### src/rtl/core/rghu_pkg.sv
// ----------------------------------------------------------------------------
// rghu_pkg
// Types and constants shared by the reward gated Hebbian update core.
// ----------------------------------------------------------------------------
`default_nettype none

package rghu_pkg;

  // Q format of activations, weights and thresholds
  localparam int FRAC_BITS = 12;

  // readout gate opens above one half
  localparam logic signed [15:0] READOUT_LEVEL = 16'(1 << (FRAC_BITS - 1));

  localparam logic [12:0] TALLY_MAX = 13'h1FFF;

  // item kinds
  localparam logic [1:0] KIND_HEADER = 2'd0;
  localparam logic [1:0] KIND_ASSOC  = 2'd1;
  localparam logic [1:0] KIND_LOAD   = 2'd2;

  // configuration register indexes
  localparam int CFG_IDX_W  = 3;
  localparam int CFG_DATA_W = 24;
  localparam logic [CFG_IDX_W-1:0] CFG_LEARN_RATE     = 3'd0;
  localparam logic [CFG_IDX_W-1:0] CFG_REWARD_THRESH  = 3'd1;
  localparam logic [CFG_IDX_W-1:0] CFG_USE_DURATION   = 3'd2;
  localparam logic [CFG_IDX_W-1:0] CFG_REWARD_DUR     = 3'd3;
  localparam logic [CFG_IDX_W-1:0] CFG_MATCH_THRESH   = 3'd4;
  localparam logic [CFG_IDX_W-1:0] CFG_ACTIVE_ROWS    = 3'd5;
  localparam logic [CFG_IDX_W-1:0] CFG_ACTIVE_COLS    = 3'd6;

  typedef struct packed {
    logic        [15:0] learn_rate;
    logic signed [15:0] reward_threshold;
    logic               use_reward_duration;
    logic        [23:0] reward_duration;
    logic        [14:0] match_threshold;
    logic        [6:0]  active_rows;
    logic        [6:0]  active_cols;
  } cfg_t;

  typedef enum logic [2:0] {
    ST_CLEAR,
    ST_IDLE,
    ST_MUL1,
    ST_ADJ,
    ST_MUL2,
    ST_EMIT
  } state_t;

  // controller -> datapath
  typedef struct packed {
    logic clear_step;
    logic take;
    logic mul1;
    logic adj;
    logic mul2;
    logic emit;
  } dp_cmd_t;

  // datapath -> controller
  typedef struct packed {
    logic clear_done;
    logic assoc_hit;
    logic out_busy;
  } dp_sts_t;

endpackage

`default_nettype wire

### src/rtl/core/rghu_ctrl.sv
// ----------------------------------------------------------------------------
// rghu_ctrl
// Sequencer: memory clear after reset, then per-item step control.
// ----------------------------------------------------------------------------
`default_nettype none

module rghu_ctrl import rghu_pkg::*; (
  input  logic    clk,
  input  logic    rst_n,
  input  logic    in_valid,
  output logic    in_ready,
  input  dp_sts_t sts,
  output dp_cmd_t cmd
);

  state_t state_r;
  state_t state_nxt;

  always_comb begin
    state_nxt = state_r;
    case (state_r)
      ST_CLEAR: if (sts.clear_done) state_nxt = ST_IDLE;
      ST_IDLE:  if (in_valid && sts.assoc_hit) state_nxt = ST_MUL1;
      ST_MUL1:  state_nxt = ST_ADJ;
      ST_ADJ:   state_nxt = ST_MUL2;
      ST_MUL2:  state_nxt = ST_EMIT;
      ST_EMIT:  if (!sts.out_busy) state_nxt = ST_IDLE;
      default:  state_nxt = ST_CLEAR;
    endcase
  end

  always_comb begin
    cmd      = '0;
    in_ready = 1'b0;
    case (state_r)
      ST_CLEAR: cmd.clear_step = 1'b1;
      ST_IDLE: begin
        in_ready = 1'b1;
        cmd.take = in_valid;
      end
      ST_MUL1:  cmd.mul1 = 1'b1;
      ST_ADJ:   cmd.adj  = 1'b1;
      ST_MUL2:  cmd.mul2 = 1'b1;
      ST_EMIT:  cmd.emit = !sts.out_busy;
      default: ;
    endcase
  end

  always_ff @(posedge clk) begin
    if (!rst_n) begin
      state_r <= ST_CLEAR;
    end else begin
      state_r <= state_nxt;
    end
  end

endmodule

`default_nettype wire

### config.mk
export PLATFORM = sky130hd
export DESIGN_NAME = rghu_ctrl
export DESIGN_NICKNAME = d
export VERILOG_FILES = /design/src/rtl/core/rghu_pkg.sv /design/src/rtl/core/rghu_ctrl.sv
export SDC_FILE = /design/constraint.sdc
export NUM_CORES = 1
export LEC_CHECK = 0
export ABC_AREA = 1
export BUFFER_PORTS_ARGS = -buffer_cell sky130_fd_sc_hd__buf_2
export CAP_MARGIN = 20
export CORE_AREA = 3 3 40 42
export CTS_CLUSTER_DIAMETER = 60
export CTS_CLUSTER_SIZE = 30
export DETAILED_ROUTE_END_ITERATION = 8
export DIE_AREA = 0 0 43 45
export GPL_ROUTABILITY_DRIVEN = 0
export PLACE_DENSITY = 0.35
export SKIP_CTS_REPAIR_TIMING = 1
export SYNTH_ARGS = -nofsm -noshare
export SYNTH_HDL_FRONTEND = slang
export SYNTH_SLANG_ARGS = --single-unit
### constraint.sdc
create_clock -name clk -period 1.52 [get_ports clk]
set_clock_uncertainty 0.1 [all_clocks]
set_input_delay 0 -clock clk [delete_from_list [all_inputs] [get_ports clk]]
set_output_delay 0 -clock clk [all_outputs]
set_load 0.005 [all_outputs]
Yosys cells after proc, flatten, opt, wreduce, memory -nomap -nowiden:

Cells that the tools add are included.

* register bits: 3
* bits of input ports: 6
* output and inout bits: 7
* word-level logic and storage cells: 24

* eq/ne operators: 8
* multiplexer cells: 11
* reduce and logical (&&, ||, !) cells: 4

Operator list (count)
* $pmux W3 S6: 1
* $mux W3: 3
* $mux W1: 7
* $eq A3 B2 Y1 const B: 2
* $eq A3 B3 Y1 const B: 2
* $ne A2 B2 Y1 const B: 3
* $eq A3 B1 Y1 const B: 1
* $logic_not A3 Y1: 1
* $reduce_and A3 Y1: 1
* $logic_and A1 B1 Y1: 1
* $logic_not A1 Y1: 1

Longest topological paths before layout:

Gate-level depths: netlist (run 1).

* depth after elaboration: 3
* depth in mapped cells: 6
* mapped depth without buffers: 6

Worst setup path before layout (run 1):

Ideal clock, no wire load.

* kind: flip-flop to flip-flop
* start: register state_r[2]
* end: register state_r[0]
* setup time: 0.110 ns
* arrival time: 0.802 ns
* path slack: 0.508 ns
* cell stages (with the launch flop): 6
* buffers on the path: 0
* period minus slack after synthesis: 1.012 ns
* cells stage by stage: dfxtp_1 > inv_2 > nand3_2 > nand3_2 > nor2_2 > nor2_2

* cells in the longest elaborated chain, start to end: 3
* elaborated cells between the ends (all ways): 11
* those cells by class: eq/ne (8); mux (1); reduce/logical (2)

Ends and longest elaborated chain
* start: declaration: RTL line rghu_ctrl.sv:16 `state_t state_r;`
* start signal: assignment: RTL line rghu_ctrl.sv:53 `state_r <= state_nxt;`
* $eq A3 B1 Y1 (tied with other cells): RTL line rghu_ctrl.sv:21 `case (state_r)`
* $ne A2 B2 Y1 (no source line)
* $reduce_and A3 Y1 (no source line)

Several ways; a longest one is shown, not always the timed one.
A chain may end at the register's enable or synchronous reset.

==> qor.txt, run 1 <==
status -> completed
Synth cell types -> 13
Clock Path Buffers -> 2
Synth area leader -> dfxtp_1
post-synth top area share -> 26.1%
total track usage -> 5.57%
vias per inst -> 3.93
crit path kind -> reg2out
share of cells above drive strength 1 -> 51.9%
Max Cap Violations -> 0
synth top area cells -> dfxtp_1 (26%), inv_1 (9.8%), nand3_2 (8.7%), nor3_2 (8.7%), nor2_2 (8.2%)
n_diodes -> 0
CP startpoint kind -> flop
First DRT Iteration DRCs -> 0
HP Start -> sts[0]
core area -> 1280 um^2
row count -> 13
VDD IR max -> 221 uV
# nets final -> 59
initial antenna violation count -> 0
setup violators final -> 0
Slew headroom -> 82.8%
net count after synthesis -> 41
Clk Latency, worst-skew pair -> 0.23 ns
delay-heaviest family, CP -> flip-flops
warnings from Yosys -> 0
first-pass GRT wire length -> 848 um
CP Launch Point -> state_r[2]$_SDFFE_PN0P_
Period Utilization, post-route -> 82.9%
WL/cell -> 7.96 um
Finished Layout Cells -> 67
Setup WS post-layout -> 0.259 ns
Antenna Nets Post-Route -> 0
worst path bufs/invs -> 2
max-slew violations -> 0
commonest cells after routing, fill and taps aside -> buf_2 (12), inv_1 (6), inv_2 (4), nor2_1 (4), nand2_1 (4)
Power Density -> 957 nW/um^2
Largest register FFs -> 3
TNS Setup -> 0 ns
Fillers -> 149
Synth Cell Area -> 230 um^2
Initial Utilization -> 17.9%
CTS tree -> built
Final Routed Wirelength -> 533 um
DRT Pass-1 Iters -> 1
die area -> 1940 um^2
Placed Cells -> 62
Peak Freq -> 0.793 GHz
pre-CTS WS -> 0.415 ns
crit-path max FO -> 6
Max stage delay cell, worst path -> dfxtp_1
die height -> 45 um
register bit total from synthesis -> 3
I/O pin count -> 13
most common cell after layout, fill and taps aside -> buf_2
unrepaired setup endpoints after global routing -> false
Sequential cell area -> 60.1 um^2
worst hold path class -> in2reg
total clock sinks -> 3
Final Hold Violating Endpoints -> 0
sequential fraction of the synthesis area -> 26.1%
Crit path required time -> 1.42 ns
final critical-path required period -> 1.26 ns
CTS clk-pin slew, worst paths -> 0.03 ns
Worst setup EP type -> primary output
Largest Register -> state_r
crit-path cells -> inv_2, nor4_1, buf_2
CTS Root Cell -> clkbuf_4
final global-route overflow total -> 0
placed wire-length estimate -> 464 um
Worst-Margin Slew -> 0.258 ns
final routed DRC violation total -> 0
Mapped Cells -> 35
Area Overhead vs Synth -> 50.0%
largest net degree at the start of global routing -> 7
cell leakage power -> 0.194 nW
Crit Reg-Reg Startpoint -> state_r[2]$_SDFFE_PN0P_
Largest regs -> state_r: 3 flops
synthesized area per cell -> 6.58 um^2
Die Width -> 43 um
Port Buffers -> 12
Worst EP arrival -> 1.16 ns
multi-input logic area -> 133 um^2
H-Tree Depth -> 1
vias in the first global route -> 226
via count -> 263
CTS Buf Count -> 3
CP max stage delay -> 0.45 ns
## worst register-to-register path, delay by kind of cell (launching register included)
kind,cells,cell delay [ns]
simple gates,4,0.35
flops,1,0.45
buf+inv,1,0.11
## metrics by stage
stage	cell area [um^2]	power (mW)	hold WS (ns)	utilization, %
2_1_floorplan	230	0.164	-0.0647	-
3_3_place_gp	309	0.199	0.154	24.1
3_5_place_dp	309	0.197	0.147	24.1
4_1_cts	335	0.335	-0.0677	26.1
5_1_grt	345	0.354	0.0566	26.9
6_report	345	0.330	0.0221	26.9
## routing by layer
metal	vias up	part of all wire, %	global-route usage [%]
li1	143	-	-
met1	111	41	6.49
met2	9	46	8.98
met3	0	12	1.59
met4	0	0	3.61
met5	-	0	0
## kinds of logic (layout without fill, tap and decap cells)
kind of cell / after synthesis / after routing / synth area share, %
and+or+nand+nor: 20 / 20 / 53.3
buffers and inverters: 10 / 27 / 16.3
DFF: 3 / 3 / 26.1
AOI/OAI and AO/OA: 2 / 2 / 4.35
## synthesized netlist by cell type
cell type,count
inv_1,6
nand3_2,2
inv_2,4
nand2_1,4
nor2_4,1
nor3_2,2
nand3_1,2
nor4_1,1
nand4_1,1
dfxtp_1,3
nor2_1,4
nor2_2,3
a21oi_1,2
## power breakdown
part           internal, mW  total [mW]  switching, mW  leakage, nW
registers            0.0867      0.0958        0.00918       0.0246
logic                0.0410       0.100         0.0590        0.154
clock network        0.0981       0.135         0.0366       0.0150
## final timing paths
check	end	slack [ns]	depth (start not counted)
worst max-delay path	cmd[0]	0.26	3
worst min register to register	state_r[2]$_SDFFE_PN0P_	0.49	2
worst max register to register	state_r[0]$_SDFFE_PN0P_	0.41	5
worst min-delay path	state_r[2]$_SDFFE_PN0P_	0.02	3
## area by class of cell
class	count	share of cell area [%]
Inverter	10	10.9
Multi-Input combinational cell	22	38.4
Timing Repair Buffer	13	20.3
Sequential cell	3	17.4
Tap cell	15	5.43
Clock buffer	4	7.61
Power figures use the tool's default switching activity.
==> inputs of run 2 (changes only) <==
--- a/config.mk
+++ b/config.mk
@@ -14,7 +14,7 @@
 export DETAILED_ROUTE_END_ITERATION = 8
 export DIE_AREA = 0 0 43 45
 export GPL_ROUTABILITY_DRIVEN = 0
-export PLACE_DENSITY = 0.35
+export PLACE_DENSITY = 0.37
 export SKIP_CTS_REPAIR_TIMING = 1
 export SYNTH_ARGS = -nofsm -noshare
 export SYNTH_HDL_FRONTEND = slang
==> constraint.sdc (replaced) <==
create_clock -name clk -period 1 [get_ports clk]
set_clock_uncertainty 0.1 [all_clocks]
set_input_delay 0 -clock clk [delete_from_list [all_inputs] [get_ports clk]]
set_output_delay 0 -clock clk [all_outputs]
set_load 0.005 [all_outputs]
==> qor.txt, run 2 (same netlist as run 1, synthesis figures left out) <==
post-route cell area -> 435 um^2
initial antenna violation count -> 0
total clock sinks -> 3
switching pwr -> 204 uW
row count -> 13
Setup WS post-layout -> -0.227 ns
CP startpoint kind -> flop
placed cell area -> 333 um^2
Clock Power Share -> 36.9%
Period Utilization, post-route -> 123%
worst hold path class -> in2reg
CTS clk-pin slew, worst paths -> 0.04 ns
Power Density -> 1370 nW/um^2
largest net degree at the start of global routing -> 7
CTS tree -> built
crit-path max FO -> 4
Antenna Nets Post-Route -> 0
CTS Buf Count -> 3
Max stage delay cell, worst path -> dfxtp_4
Clock Path Buffers -> 2
crit-path cells -> inv_4, nor2_4, nand2_2, buf_6, nor2_4, buf_2
Worst setup EP type -> primary output
max-slew violations -> 0
violated checks -> negative setup slack
share of cells above drive strength 1 -> 70.2%
Worst EP arrival -> 1.13 ns
final routed DRC violation total -> 0
crit path kind -> reg2out
Port Buffers -> 12
status -> complete, but fails checks
vias per inst -> 3.97
Largest Register -> state_r
Worst-Margin Slew -> 0.195 ns
Clk Latency, worst-skew pair -> 0.24 ns
placed wire-length estimate -> 493 um
setup violators final -> 10
final global-route overflow total -> 0
core area -> 1280 um^2
via count -> 286
die height -> 45 um
Seq pwr share -> 25.5%
Largest register FFs -> 3
Largest regs -> state_r: 3 flops
# nets final -> 64
cell leakage power -> 0.225 nW
WL/cell -> 9.33 um
I/O pin count -> 13
Gate power share -> 37.6%
P_int -> 394 uW
first-pass GRT wire length -> 1.01 mm
CP max stage delay -> 0.36 ns
Crit path required time -> 0.90 ns
sw frac -> 34.1%
Final Routed Wirelength -> 672 um
Slew headroom -> 86.9%
unrepaired setup endpoints after global routing -> true
Fillers -> 150
Final Hold Violating Endpoints -> 0
Worst path most repeated cell -> nor2_4
commonest cells after routing, fill and taps aside -> buf_2 (11), inv_1 (6), nor2_4 (4), buf_4 (4)
H-Tree Depth -> 1
First DRT Iteration DRCs -> 7
Max Cap Violations -> 0
vias in the first global route -> 269
Area Overhead vs Synth -> 89.1%
final critical-path required period -> 1.23 ns
Peak Freq -> 0.815 GHz
DRT Pass-1 Iters -> 4
Pwr Total -> 598 uW
total track usage -> 7.40%
Initial Utilization -> 17.9%
most common cell after layout, fill and taps aside -> buf_2
die area -> 1940 um^2
VDD IR max -> 419 uV
n_diodes -> 0
CTS Root Cell -> clkbuf_4
Die Width -> 43 um
## run 2: cell types whose count changed in the layout (fill, tap and decap cells not counted), moves of 2 or more
cell / before / now
nor2_1: 4 / 1
nor2_4: 1 / 4
buf_6: 0 / 2
dfxtp_1: 3 / 0
dfxtp_4: 0 / 2
buf_4: 0 / 4
## run 2: power by group through the flow
stage / Clock (mW) / Sequential [mW] / Combinational (mW)
floorplan: 0 / 0.145 / 0.105
global placement: 0 / 0.148 / 0.177
detailed placement: 0 / 0.147 / 0.173
CTS: 0.228 / 0.146 / 0.174
global route: 0.239 / 0.154 / 0.254
finish: 0.221 / 0.153 / 0.225
## run 2: worst max-delay path, delay by kind of cell, from the launching register on
kind / cells / cell delay (ns)
AND/OR/NAND/NOR: 3 / 0.26
flip-flops: 1 / 0.36
buffers and inverters: 3 / 0.28
## run 2: worst paths after layout
kind	slack (ns)	cells after the start	start	endpoint
setup reg to reg	-0.10	6	state_r[0]$_SDFFE_PN0P_	state_r[2]$_SDFFE_PN0P_
hold / removal	0.01	3	sts[0]	state_r[2]$_SDFFE_PN0P_
setup / recovery	-0.23	6	state_r[0]$_SDFFE_PN0P_	cmd[4]
hold reg to reg	0.50	2	state_r[0]$_SDFFE_PN0P_	state_r[2]$_SDFFE_PN0P_
## run 2: cell type report
cell class / instances / area, um^2 / share of cell area, %
Inverter: 10 / 40.0 / 9.20
Timing Repair Buffer: 18 / 118 / 27.0
Tap cell: 15 / 18.8 / 4.31
Clock buffer: 4 / 26.3 / 6.03
Multi-Input combinational cell: 22 / 164 / 37.6
Sequential cell: 3 / 68.8 / 15.8
## run 2: through the flow
| step | utilization, % | hold slack, ns | setup slack, ns | instances | TNS [ns] |
|---|---|---|---|---|---|
| after detailed placement | 25.9 | 0.151 | -0.0672 | 65 | -0.227 |
| after global placement | 25.9 | 0.153 | -0.0915 | 65 | -0.341 |
| after CTS | 27.9 | -0.0860 | -0.320 | 69 | -1.68 |
| after global routing | 33.9 | 0.0241 | -0.292 | 72 | -2.21 |
| after floorplan | - | -0.0647 | 0.0196 | 35 | 0 |
| final | 33.9 | 0.0108 | -0.227 | 72 | -1.51 |
## run 2: per-layer routing
metal,vias to the layer above,wire (um),global-route usage (%)
met5,-,0,0
met1,124,257,7.91
li1,150,-,-
met3,2,45,2.39
met2,10,356,11.4
met4,0,13,7.23
