## config.mk

```make
export PLATFORM = sky130hd
export DESIGN_NAME = rghu_cfg
export DESIGN_NICKNAME = d
export VERILOG_FILES = /design/src/rtl/core/rghu_pkg.sv /design/src/rtl/core/rghu_cfg.sv
export SDC_FILE = /design/constraint.sdc
export NUM_CORES = 1
export LEC_CHECK = 0
export ABC_AREA = 1
export BUFFER_PORTS_ARGS = -buffer_cell sky130_fd_sc_hd__buf_2
export CORE_MARGIN = 1.5
export CORE_UTILIZATION = 54
export CTS_CLUSTER_SIZE = 10
export DETAILED_ROUTE_END_ITERATION = 6
export PLACE_DENSITY = 0.84
export RECOVER_POWER = 100
export SYNTH_ARGS = -nofsm -noshare
export SYNTH_HDL_FRONTEND = slang
export SYNTH_SLANG_ARGS = --single-unit
```

## constraint.sdc

```tcl
create_clock -name clk -period 1.7 [get_ports clk]
set_clock_uncertainty 0.1 [all_clocks]
set_input_delay 0.34 -clock clk [delete_from_list [all_inputs] [get_ports clk]]
set_output_delay 0.34 -clock clk [all_outputs]
set_load 0.03 [all_outputs]
```

## src/rtl/core/rghu_pkg.sv

```systemverilog
// ----------------------------------------------------------------------------
// rghu_pkg
// Types and constants shared by the reward gated Hebbian update core.
// ----------------------------------------------------------------------------
`default_nettype none

package rghu_pkg;

  // Q format of activations, weights and thresholds
  localparam int FRAC_BITS = 12;

  // readout gate opens above one half
  localparam logic signed [15:0] READOUT_LEVEL = 16'(1 << (FRAC_BITS - 1));

  localparam logic [12:0] TALLY_MAX = 13'h1FFF;

  // item kinds
  localparam logic [1:0] KIND_HEADER = 2'd0;
  localparam logic [1:0] KIND_ASSOC  = 2'd1;
  localparam logic [1:0] KIND_LOAD   = 2'd2;

  // configuration register indexes
  localparam int CFG_IDX_W  = 3;
  localparam int CFG_DATA_W = 24;
  localparam logic [CFG_IDX_W-1:0] CFG_LEARN_RATE     = 3'd0;
  localparam logic [CFG_IDX_W-1:0] CFG_REWARD_THRESH  = 3'd1;
  localparam logic [CFG_IDX_W-1:0] CFG_USE_DURATION   = 3'd2;
  localparam logic [CFG_IDX_W-1:0] CFG_REWARD_DUR     = 3'd3;
  localparam logic [CFG_IDX_W-1:0] CFG_MATCH_THRESH   = 3'd4;
  localparam logic [CFG_IDX_W-1:0] CFG_ACTIVE_ROWS    = 3'd5;
  localparam logic [CFG_IDX_W-1:0] CFG_ACTIVE_COLS    = 3'd6;

  typedef struct packed {
    logic        [15:0] learn_rate;
    logic signed [15:0] reward_threshold;
    logic               use_reward_duration;
    logic        [23:0] reward_duration;
    logic        [14:0] match_threshold;
    logic        [6:0]  active_rows;
    logic        [6:0]  active_cols;
  } cfg_t;

  typedef enum logic [2:0] {
    ST_CLEAR,
    ST_IDLE,
    ST_MUL1,
    ST_ADJ,
    ST_MUL2,
    ST_EMIT
  } state_t;

  // controller -> datapath
  typedef struct packed {
    logic clear_step;
    logic take;
    logic mul1;
    logic adj;
    logic mul2;
    logic emit;
  } dp_cmd_t;

  // datapath -> controller
  typedef struct packed {
    logic clear_done;
    logic assoc_hit;
    logic out_busy;
  } dp_sts_t;

endpackage

`default_nettype wire

```

## src/rtl/core/rghu_cfg.sv

```systemverilog
// ----------------------------------------------------------------------------
// rghu_cfg
// Configuration register file, written one register per transaction.
// ----------------------------------------------------------------------------
`default_nettype none

module rghu_cfg import rghu_pkg::*; (
  input  logic                  clk,
  input  logic                  rst_n,
  input  logic                  wr_en,
  input  logic [CFG_IDX_W-1:0]  wr_index,
  input  logic [CFG_DATA_W-1:0] wr_data,
  output cfg_t                  cfg
);

  cfg_t cfg_r;
  cfg_t cfg_nxt;

  always_comb begin
    cfg_nxt = cfg_r;
    if (wr_en) begin
      case (wr_index)
        CFG_LEARN_RATE:    cfg_nxt.learn_rate          = wr_data[15:0];
        CFG_REWARD_THRESH: cfg_nxt.reward_threshold    = signed'(wr_data[15:0]);
        CFG_USE_DURATION:  cfg_nxt.use_reward_duration = wr_data[0];
        CFG_REWARD_DUR:    cfg_nxt.reward_duration     = wr_data[23:0];
        CFG_MATCH_THRESH:  cfg_nxt.match_threshold     = wr_data[14:0];
        CFG_ACTIVE_ROWS:   cfg_nxt.active_rows         = wr_data[6:0];
        CFG_ACTIVE_COLS:   cfg_nxt.active_cols         = wr_data[6:0];
        default: ;  // unknown index: ignored
      endcase
    end
  end

  always_ff @(posedge clk) begin
    if (!rst_n) begin
      cfg_r.learn_rate          <= 16'd66;
      cfg_r.reward_threshold    <= 16'sd2048;
      cfg_r.use_reward_duration <= 1'b0;
      cfg_r.reward_duration     <= 24'd3200;
      cfg_r.match_threshold     <= 15'd2048;
      cfg_r.active_rows         <= 7'd50;
      cfg_r.active_cols         <= 7'd50;
    end else begin
      cfg_r <= cfg_nxt;
    end
  end

  assign cfg = cfg_r;

endmodule

`default_nettype wire

```

Word level (Yosys, flattened, before mapping)
Cells that the tools add are included.
{"block": "op_classes", "n_eq_ne": 6, "reduce_logical": 8}
{"operator": "2-bit AND reduction", "n": 7}
{"operator": "3-bit == test (second input constant)", "n": 3}
{"operator": "3-bit by 2-bit == test with 1-bit output (second input constant)", "n": 2}
{"operator": "3-bit by 1-bit == test with 1-bit output (second input constant)", "n": 1}
{"operator": "3-bit zero test", "n": 1}
{"block": "word_totals", "reg_bits": 86, "inputBits": 30, "out_inout_bits": 86, "elab_cells": 21}

Longest topological paths before layout
Gate-level depths: netlist (run 1).
{"block": "logic_depth", "depth_word": 2, "ltp_mapped": 6, "mapped_depth_nobuf": 5}

Worst setup path before layout (run 1)
OpenSTA, ideal clock, no wires.
{"block": "synth_path", "path_type": "input port to flip-flop", "from": "input port rst_n", "to": "register cfg_r (netlist bit cfg[11])", "setup_ps": 130, "t_arrival_ps": 986, "required_ps": 1470, "setup_slack_ps": 484, "stages": 4, "n_path_buf": 3, "path_cell_list": "buf_2 -> buf_2 -> clkbuf_1 -> nand3_1"}
{"element": "start: declaration", "line": "rghu_cfg.sv:9", "source": "input logic rst_n,"}
{"element": "end signal: assignment", "line": "rghu_cfg.sv:45", "source": "cfg_r <= cfg_nxt;"}
{"element": "end: declaration", "line": "rghu_cfg.sv:16", "source": "cfg_t cfg_r;"}
No word-level cell between the ends.

Worst setup path after layout (run 1)
{"block": "layout_path", "from": "register cfg_r (netlist bit cfg[5])", "to": "output port cfg[5] (netlist bit)"}
{"element": "end: declaration", "line": "rghu_cfg.sv:13", "source": "output cfg_t cfg"}
No word-level cell between the ends.

==> key figures, run 1 <==
Worst setup path
  – Crit Path Max Fanout: 2
  – Worst Setup Start Kind: flop
  – Worst EP arrival: between 1000 and 1500 ps
  – Worst Path Required: 1260 ps
  – Crit-path slowest cell: dfxtp_1
  – Worst setup path class: flop to output port
  – Worst R2R End: cfg[85]$_SDFFE_PN0P_
  – Crit path max-delay family: flip-flops
  – Max incr delay on CP: around 360 ps
  – Reg2Reg Setup Slack: ~990 ps
  – CP Buf/Inv Count: 1
  – Worst R2R Path Depth: 2
  – Critical path cell sequence: clkbuf_1
  – Setup crit end kind: output port
  – Reg2reg start: cfg[85]$_SDFFE_PN0P_

Final layout
  – Multi-input gate area: 0.00146 mm2
  – Non-filler cells, final: between 600 and 700
  – Layout cells sized above 1: between 10% and 20%
  – Final core area utilization: about two thirds
  – Commonest non-fill, non-tap cell in the layout: nor2_1
  – Number of fillers in the final layout: 576
  – FF/Latch Area: roughly 0.0017 mm2
  – Max reg flops: between 80 and 90
  – NumNets Final: about 630
  – Antenna Cells: 0
  – Area added between synthesis and finish: 19.1%
  – Most frequent cells in the layout: 149 x nor2_1, 107 x nand2_1, 88 x clkbuf_1

Worst hold path
  – WHS Endpoint: cfg[76]$_SDFFE_PN1P_
  – Worst hold path type: input pin to flop
  – Worst Hold Depth: 3
  – Hold Path Origin: wr_data[6]

Power and ir drop
  – Leakage: 1.84 nW
  – PD cells: a little under 1000 mW/mm2
  – Worst IR Drop VDD: 0.000732 V

Routing
  – DRT iter0 DRCs: roughly 300
  – Via Count: approximately 3400
  – Total routed wirelength: about 9200 um
  – Wire length per cell: between 10 and 15 um
  – DRT antenna net count: 0
  – Via density: 5.05
  – Drt drc: 0
  – Pre-antenna DRT Iters: 5

STA
  – Minimum clock period after layout: between 1000 and 1500 ps
  – Setup violators final: 0
  – Final worst slack: ~200 ps
  – Fmax: between 600 and 700 MHz
  – Final slew viol count: 0
  – Final hold violation count: 0
  – Relative slew slack: a little over half
  – Measured slew at the worst slew-check pin: approximately 710 ps
  – RSZ-0062 raised after global routing: no
  – Final period util: roughly 88%
  – Setup tns final: 0 ps
  – Hold_ws: 117 ps

Yosys
  – #FFs+latches synth: between 80 and 90
  – Mapped Cells: just under 500
  – Ranking of synthesized cells by area: dfxtp_1 50%, nor2_1 16%, nand3_1 12%
  – Synthesized area: between 0.003 and 0.004 mm2
  – Synth warn: 0
  – Post-synth top area cell: dfxtp_1
  – Post-synth top area share: about half
  – Post-Syn Area per Cell: 6.96 um2
  – Synth unique cells: 14
  – Synth Net Count: ~530
  – Register area share after synthesis: slightly below 50%

Outcome
  – Status: finished, final reports clean

Floorplan
  – Die width: around 83 um
  – Core ar.: 0.00606 mm2
  – Chip height: roughly 83 um
  – Initial Utilization: around 57%
  – Top-level I/O count: ~120
  – Cell Rows: 28
  – Die area: roughly 0.0069 mm2

Flow run
  – Total of max-cap violations: 0

CTS
  – Post-CTS resize count: 0
  – H-tree Lvls: 3
  – Worst skew pair latency: about 340 ps
  – Postcts setup bufs: 0
  – Post-cts hold buffer count: 0
  – CTS buffer count: 9
  – Root buf cell: clkbuf_8
  – TritonCTS clock tree: yes
  – Max Buffers Root-to-Sink: 2
  – Clk sinks: 86
  – Reg clk slew, reported paths: 90 ps

Place
  – Routability cong.: around 0.86
  – DP Worst Slack: 241 ps
  – DPL Wire Length: around 6300 um
  – Input/output buffers: 115
  – Dpl cells: about 670

GRT
  – Overflow after GRT: 0
  – Number of global-route vias before repair: between 3000 and 4000
  – Initial antenna violation count: 0
  – GRT Resource Usage Total: roughly a quarter
  – First-pass GRT wire length: 14800 um
  – Largest net degree at the start of global routing: 87
==> through the flow <==
stage / power, W / cell area [um2]
detailed placement: 0.00276 / 4080
global placement: 0.00275 / 4080
CTS: 0.00401 / 4260
global route: 0.00415 / 4120
finish: 0.00399 / 4120
floorplan: 0.00257 / 3460
==> where the power goes <==
part	switching (W)	internal, W	total [W]
sequential	0.0000390	0.00208	0.00212
combinational	0.000416	0.000153	0.000569
clock	0.000727	0.000572	0.00130
total	0.00118	0.00281	0.00399
==> final cells by class <==
| cell class | instances | area share [%] |
|---|---|---|
| Inverter | 30 | 2.73 |
| Timing Repair Buffer | 122 | 13.5 |
| Clock inverter | 5 | 0.850 |
| Tap cell | 75 | 2.28 |
| Sequential cell | 86 | 41.8 |
| Multi-Input combinational cell | 352 | 35.5 |
| Clock buffer | 11 | 3.43 |
==> metal layers <==
layer | part of all wire (%) | global-route usage [%] | up-vias | wire, um
met2 | 47 | 42.9 | 145 | 4350
met3 | 7.6 | 5.96 | 13 | 692
met1 | 44 | 33.8 | 1541 | 4000
li1 | - | - | 1742 | -
met5 | 0 | 0 | - | 0
met4 | 1.3 | 10.3 | 0 | 120
==> logic make-up after synthesis <==
group / after synthesis / share of synthesized area [%]
flip-flops: 86 / 49.7
AND/OR/NAND/NOR: 350 / 42.3
buffers and inverters: 59 / 7.66
AO/OA/AOI/OAI: 2 / 0.289
==> cell usage after synthesis <==
| cell type | count |
|---|---|
| nand3_1 | 86 |
| nand2_2 | 2 |
| inv_1 | 26 |
| o21ai_0 | 1 |
| nand2_1 | 107 |
| a21oi_1 | 1 |
| buf_2 | 17 |
| nor2_1 | 150 |
| dfxtp_1 | 86 |
| nor2_4 | 5 |
| clkbuf_1 | 4 |
| inv_2 | 4 |
| buf_4 | 6 |
| buf_1 | 2 |
==> worst reg2reg max path: cells and delay by family (launching register included) <==
family | cells | cell delay [ps]
and+or+nand+nor | 2 | 180
DFF | 1 | 370
==> how the worst max path moves through the flow <==
| stage | startpoint | to | slack [ps] | cells past startpoint |
|---|---|---|---|---|
| after floorplan | rst_n | cfg[11]$_SDFFE_PN1P_ | 480 | 4 |
| after global placement | wr_index[0] | cfg[26]$_SDFFE_PN0P_ | 300 | 6 |
| after detailed placement | wr_index[2] | cfg[5]$_SDFFE_PN1P_ | 240 | 6 |
| after CTS | cfg[5]$_SDFFE_PN1P_ | cfg[5] | 330 | 1 |
| after global routing | cfg[5]$_SDFFE_PN1P_ | cfg[5] | 170 | 1 |
| final | cfg[5]$_SDFFE_PN1P_ | cfg[5] | 200 | 1 |
(Power assumes the default switching activity.)
==> run 2: changes to the inputs <==
Settings changed: ABC_AREA 1 to default, CORE_UTILIZATION 54 to 53, PLACE_DENSITY 0.84 to 0.83.
==> run 2 against run 1 <==
  * Total power increased by 0.49%
  * Area after synthesis decreased by 4.6%
  * Critical path depth unchanged
  * Critical endpoint is now cfg[76]
==> key figures, run 2 <==
Final layout
  – Multi-input gate area: between 0.001 and 0.0015 mm2
  – NumNets Final: around 470
  – Layout cells sized above 1: around 12%
  – Number of fillers in the final layout: a little over 500
  – FF/Latch Area: between 0.0015 and 0.002 mm2
  – Non-filler cells, final: roughly 520
  – Antenna Cells: 0
  – Most frequent cells in the layout: 97 x nand2_1, 89 x clkbuf_1, 86 x mux2i_1, 86 x dfxtp_1, 27 x buf_2
  – Post-route design area: a little over 0.004 mm2
  – Commonest non-fill, non-tap cell in the layout: nand2_1
  – Final core area utilization: between 60% and 70%
  – Max reg flops: between 80 and 90
  – Area added between synthesis and finish: 23.3%

CTS
  – Root buf cell: clkbuf_8
  – H-tree Lvls: 3
  – TritonCTS clock tree: yes
  – Max Buffers Root-to-Sink: 2
  – Postcts setup bufs: 0
  – Worst skew pair latency: about 340 ps
  – Post-cts hold buffer count: 0
  – Reg clk slew, reported paths: 80 ps
  – Post-CTS resize count: 0
  – Clk sinks: 86
  – CTS buffer count: 9

Worst setup path
  – Worst R2R Path Depth: 2
  – Critical path cell sequence: clkbuf_1
  – Worst Path Required: ~1300 ps
  – Worst R2R End: cfg[30]$_SDFFE_PN0P_
  – Crit-path slowest cell: dfxtp_1
  – CP Buf/Inv Count: 1
  – Worst Setup Start Kind: flop
  – Reg2Reg Setup Slack: about 930 ps
  – Reg2reg start: cfg[30]$_SDFFE_PN0P_
  – Crit path max-delay family: flip-flops
  – Setup crit end kind: output port
  – Max incr delay on CP: 350 ps
  – Crit Path Max Fanout: 2
  – Worst EP arrival: 1040 ps
  – Worst setup path class: flop to output port

Yosys
  – Synth unique cells: 15
  – Most numerous cell in the Yosys netlist: nand2_1
  – Synthesized area: around 0.0033 mm2
  – Post-Syn Area per Cell: 10.2 um2
  – Ranking of synthesized cells by area: dfxtp_1 52%, mux2i_1 26%, nand2_1 11%
  – Post-synth top area cell: dfxtp_1
  – Post-synth top area share: between 50% and 60%
  – Synth warn: 0
  – Synth Net Count: between 300 and 400
  – Number of synthesized flops with an enable pin: 0
  – #FFs+latches synth: 86
  – Top post-synthesis cells by count: 97 x nand2_1, 86 x dfxtp_1, 86 x mux2i_1
  – Post-synth ARST share: 0%
  – Top FF cell, synth: dfxtp_1
  – Mapped Cells: between 300 and 400
  – Register area share after synthesis: between 50% and 60%

STA
  – Setup violators final: 0
  – Relative slew slack: 62.2%
  – Hold_ws: roughly 140 ps
  – Setup tns final: 0 ps
  – Measured slew at the worst slew-check pin: around 570 ps
  – RSZ-0062 raised after global routing: no
  – Final hold violation count: 0
  – Final slew viol count: 0
  – Fmax: 678 MHz
  – Minimum clock period after layout: between 1000 and 1500 ps
  – Final period util: around 87%

Worst hold path
  – Hold Path Origin: wr_data[21]
  – WHS Endpoint: cfg[50]$_SDFFE_PN0P_
  – Worst hold path type: input pin to flop
  – Worst Hold Depth: 3

Floorplan
  – Initial Utilization: approximately 55%
  – Core ar.: a little under 0.006 mm2
  – Chip height: a little over 80 um
  – Cell Rows: 28
  – Top-level I/O count: around 120
  – Die area: between 0.006 and 0.007 mm2
  – Die width: around 80 um

Power and ir drop
  – PD cells: 986 mW/mm2
  – Leakage: approximately 1.8 nW
  – Worst IR Drop VDD: about 0.00063 V

Routing
  – Drt drc: 0
  – Via density: between 5 and 6
  – DRT iter0 DRCs: 85
  – Pre-antenna DRT Iters: 4
  – Via Count: roughly 2600
  – DRT antenna net count: 0
  – Total routed wirelength: around 7500 um
  – Wire length per cell: between 10 and 15 um

Place
  – Routability cong.: 0.811
  – Area of placed instances: 0.00401 mm2
  – DPL Wire Length: about 5400 um
  – Dpl cells: 500
  – Input/output buffers: approximately 120

GRT
  – Initial antenna violation count: 0
  – Met1 Usage GRT: around 28%
  – GRT Resource Usage Total: 22.2%
  – Overflow after GRT: 0
  – Largest net degree at the start of global routing: 44
  – Met2 usage: 35.9%
  – First-pass GRT wire length: 11100 um
  – Grt met3 use: about 5.7%
  – Gr busiest metal: met2
  – Number of global-route vias before repair: 2357

Outcome
  – Status: finished, final reports clean

Flow run
  – Total of max-cap violations: 0
## run 2: changes by cell type in the layout (fill, tap and decap cells not counted), moves of 3 or more
cell / previous run / this run
clkbuf_2: 1 / 4
inv_1: 27 / 0
mux2i_1: 0 / 86
nor2b_1: 0 / 20
nor2_1: 149 / 0
nand4b_1: 0 / 3
nor2_2: 4 / 0
inv_2: 3 / 0
nand2_1: 107 / 97
nand3_1: 86 / 0
## run 2: worst max path at each step
stage | to | depth (start not counted) | startpoint
3_5_place_dp | cfg[82]$_SDFFE_PN0P_ | 4 | wr_index[0]
2_1_floorplan | cfg[70]$_SDFFE_PN0P_ | 5 | wr_index[1]
6_report | cfg[76] | 1 | cfg[76]$_SDFFE_PN1P_
5_1_grt | cfg[81] | 1 | cfg[81]$_SDFFE_PN0P_
3_3_place_gp | cfg[70]$_SDFFE_PN0P_ | 4 | wr_index[0]
4_1_cts | cfg[69] | 1 | cfg[69]$_SDFFE_PN0P_
## run 2: cells by family after synthesis
logic type,after synthesis,share of synthesized area [%]
flops,86,52.2
mux,86,26.1
simple gates,126,17.5
buf+inv,26,4.28
## run 2: metrics by stage
stage | setup WS, ps | power, W
3_5_place_dp | 117 | 0.00252
6_report | 224 | 0.00401
3_3_place_gp | 149 | 0.00251
5_1_grt | 164 | 0.00415
4_1_cts | 337 | 0.00406
2_1_floorplan | 96.0 | 0.00238
## run 2: final cells by class
| type | count | share of cell area, % |
|---|---|---|
| multi-input cells | 212 | 35.7 |
| clock buffers | 10 | 3.38 |
| repair buffers | 127 | 14.2 |
| well taps | 75 | 2.31 |
| flip-flops and latches | 86 | 42.3 |
| clock inverters | 6 | 2.09 |
## run 2: power by group
part | total [W] | leakage (nW) | internal [W] | switching (W)
Combinational | 0.000370 | 1.04 | 0.000123 | 0.000247
Clock | 0.00156 | 0.108 | 0.000862 | 0.000698
Sequential | 0.00208 | 0.696 | 0.00206 | 0.0000240
Total | 0.00401 | 1.84 | 0.00304 | 0.000969
## run 2: metal layers
layer	vias up	wire, um
met2	80	3540
met5	-	0
met1	1211	3390
met3	14	437
met4	0	155
li1	1287	-
==> run 3: changes to the inputs <==
Settings changed: CORE_UTILIZATION 53 to 49, PLACE_DENSITY 0.83 to 0.78.
Clock period 1.7 ns to 1.5 ns, I/O delays scaled along.
==> run 3 against run 2 <==
  * The run now ends with DRC left
  * First-iteration DRC count is 40% higher
  * Sequential cell count stayed put
  * Non-clock buffer count increased by 3
  * Wire length rose by 3.2%
  * Via count up 2.4%
  * Sequential share of layout area fell by 0.99 points
  * Total power grew 14%
  * Cell count is 0.97% higher
  * Critical endpoint is now cfg[5]
  * Largest power group unchanged
==> key figures, run 3 (same netlist as run 2, synthesis figures left out) <==
Power and ir drop
  – Worst IR Drop VDD: approximately 0.0006 V
  – Leakage: 2.10 nW
  – PD cells: 1100 mW/mm2
  – Power, Total: approximately 0.0046 W

Worst setup path
  – Reg2Reg Setup Slack: 750 ps
  – Crit path max-delay family: flip-flops
  – Worst Setup Start Kind: flop
  – Max incr delay on CP: approximately 340 ps
  – Crit Path Max Fanout: 2
  – Setup crit end kind: output port
  – CP Buf/Inv Count: 1
  – Worst EP arrival: 1000 ps
  – Worst Path Required: roughly 1100 ps
  – Critical path cell sequence: clkbuf_1
  – Worst setup path class: flop to output port
  – Crit-path slowest cell: dfxtp_1

GRT
  – Largest net degree at the start of global routing: 49
  – Overflow after GRT: 0
  – Number of global-route vias before repair: 2546
  – GRT Resource Usage Total: between 20% and 30%
  – First-pass GRT wire length: 12400 um
  – Initial antenna violation count: 0

CTS
  – Worst skew pair latency: 350 ps
  – Clk sinks: 86
  – Post-cts hold buffer count: 0
  – Max Buffers Root-to-Sink: 2
  – CTS buffer count: 9
  – Post-CTS resize count: 0
  – Reg clk slew, reported paths: approximately 90 ps
  – H-tree Lvls: 3
  – Postcts setup bufs: 0
  – Root buf cell: clkbuf_8
  – TritonCTS clock tree: yes

STA
  – Final period util: roughly 93%
  – Minimum clock period after layout: 1400 ps
  – Relative slew slack: 64.0%
  – Measured slew at the worst slew-check pin: around 530 ps
  – RSZ-0062 raised after global routing: no
  – Setup tns final: 0 ps
  – Hold_ws: around 88 ps
  – Setup violators final: 0
  – Fmax: ~710 MHz
  – Final slew viol count: 0
  – Final hold violation count: 0

Routing
  – DRT antenna net count: 0
  – Wire length per cell: around 15 um
  – Drt drc: 6
  – Total routed wirelength: slightly below 8000 um
  – Via Count: between 2000 and 3000
  – Via density: ~5
  – DRT iter0 DRCs: between 100 and 150
  – Pre-antenna DRT Iters: 6

Final layout
  – NumNets Final: about 470
  – Layout cells sized above 1: between 20 and 30%
  – Area added between synthesis and finish: 26.3%
  – Max reg flops: 86
  – Final core area utilization: 64.9%
  – Antenna Cells: 0
  – Non-filler cells, final: between 500 and 600
  – Most frequent cells in the layout: 97 x nand2_1, 86 x mux2i_1, 86 x dfxtp_1
  – Commonest non-fill, non-tap cell in the layout: nand2_1

Flow run
  – Total of max-cap violations: 0

Floorplan
  – Core ar.: 0.00642 mm2
  – Die area: just over 0.007 mm2
  – Cell Rows: 29
  – Chip height: approximately 85 um
  – Initial Utilization: 51.4%
  – Die width: approximately 85 um
  – Top-level I/O count: approximately 120

Place
  – Dpl cells: about 510
  – Input/output buffers: 115
  – DPL Wire Length: around 5600 um
  – Routability cong.: between 0.7 and 0.8

Worst hold path
  – Worst hold path type: input pin to flop

Outcome
  – Violated checks: DRC
  – Status: finished, violations left
-- run 3: changes by cell type in the layout (fill, tap and decap cells not counted) --
| cell | change |
|---|---|
| nor4bb_1 | +1 |
| clkinvlp_4 | +1 |
| buf_4 | +1 |
| buf_2 | +24 |
| clkbuf_1 | -72 |
| clkinv_2 | -2 |
| nor4bb_4 | -1 |
| clkbuf_2 | +51 |
-- run 3: path summary, 6_finish.rpt --
path                         from  cells after the start                   end
min                   wr_data[20]                      3  cfg[49]$_SDFFE_PN0P_
max           cfg[5]$_SDFFE_PN1P_                      1                cfg[5]
min reg2reg  cfg[19]$_SDFFE_PN0P_                      2  cfg[19]$_SDFFE_PN0P_
max reg2reg  cfg[21]$_SDFFE_PN0P_                      2  cfg[21]$_SDFFE_PN0P_
-- run 3: final cells by class --
| type | count | area [um2] |
|---|---|---|
| Fill cell | 546 | 2250 |
| Sequential cell | 86 | 1720 |
| Multi-Input combinational cell | 212 | 1440 |
| Timing Repair Buffer | 130 | 688 |
| Clock buffer | 11 | 141 |
| Tap cell | 77 | 96.3 |
| Clock inverter | 5 | 82.6 |
-- run 3: layer usage --
| layer | vias to the layer above | GRT usage, % | wire length [um] |
|---|---|---|---|
| met5 | - | 0 | 0 |
| met4 | 0 | 9.69 | 141 |
| met3 | 12 | 4.47 | 409 |
| met2 | 70 | 37.1 | 3870 |
| met1 | 1278 | 27.8 | 3340 |
| li1 | 1293 | - | - |
-- run 3: metrics by stage --
stage	worst slack [ps]	cell area (um2)
floorplan	-54.5	3300
global placement	-13.8	4050
detailed placement	-30.3	4050
global route	71.1	4170
finish	101	4170
CTS	166	4270
-- run 3: power breakdown --
| part | internal [W] | leakage (nW) | switching (W) |
|---|---|---|---|
| logic | 0.000151 | 1.30 | 0.000280 |
| registers | 0.00233 | 0.696 | 0.0000274 |
| clock network | 0.000984 | 0.102 | 0.000814 |
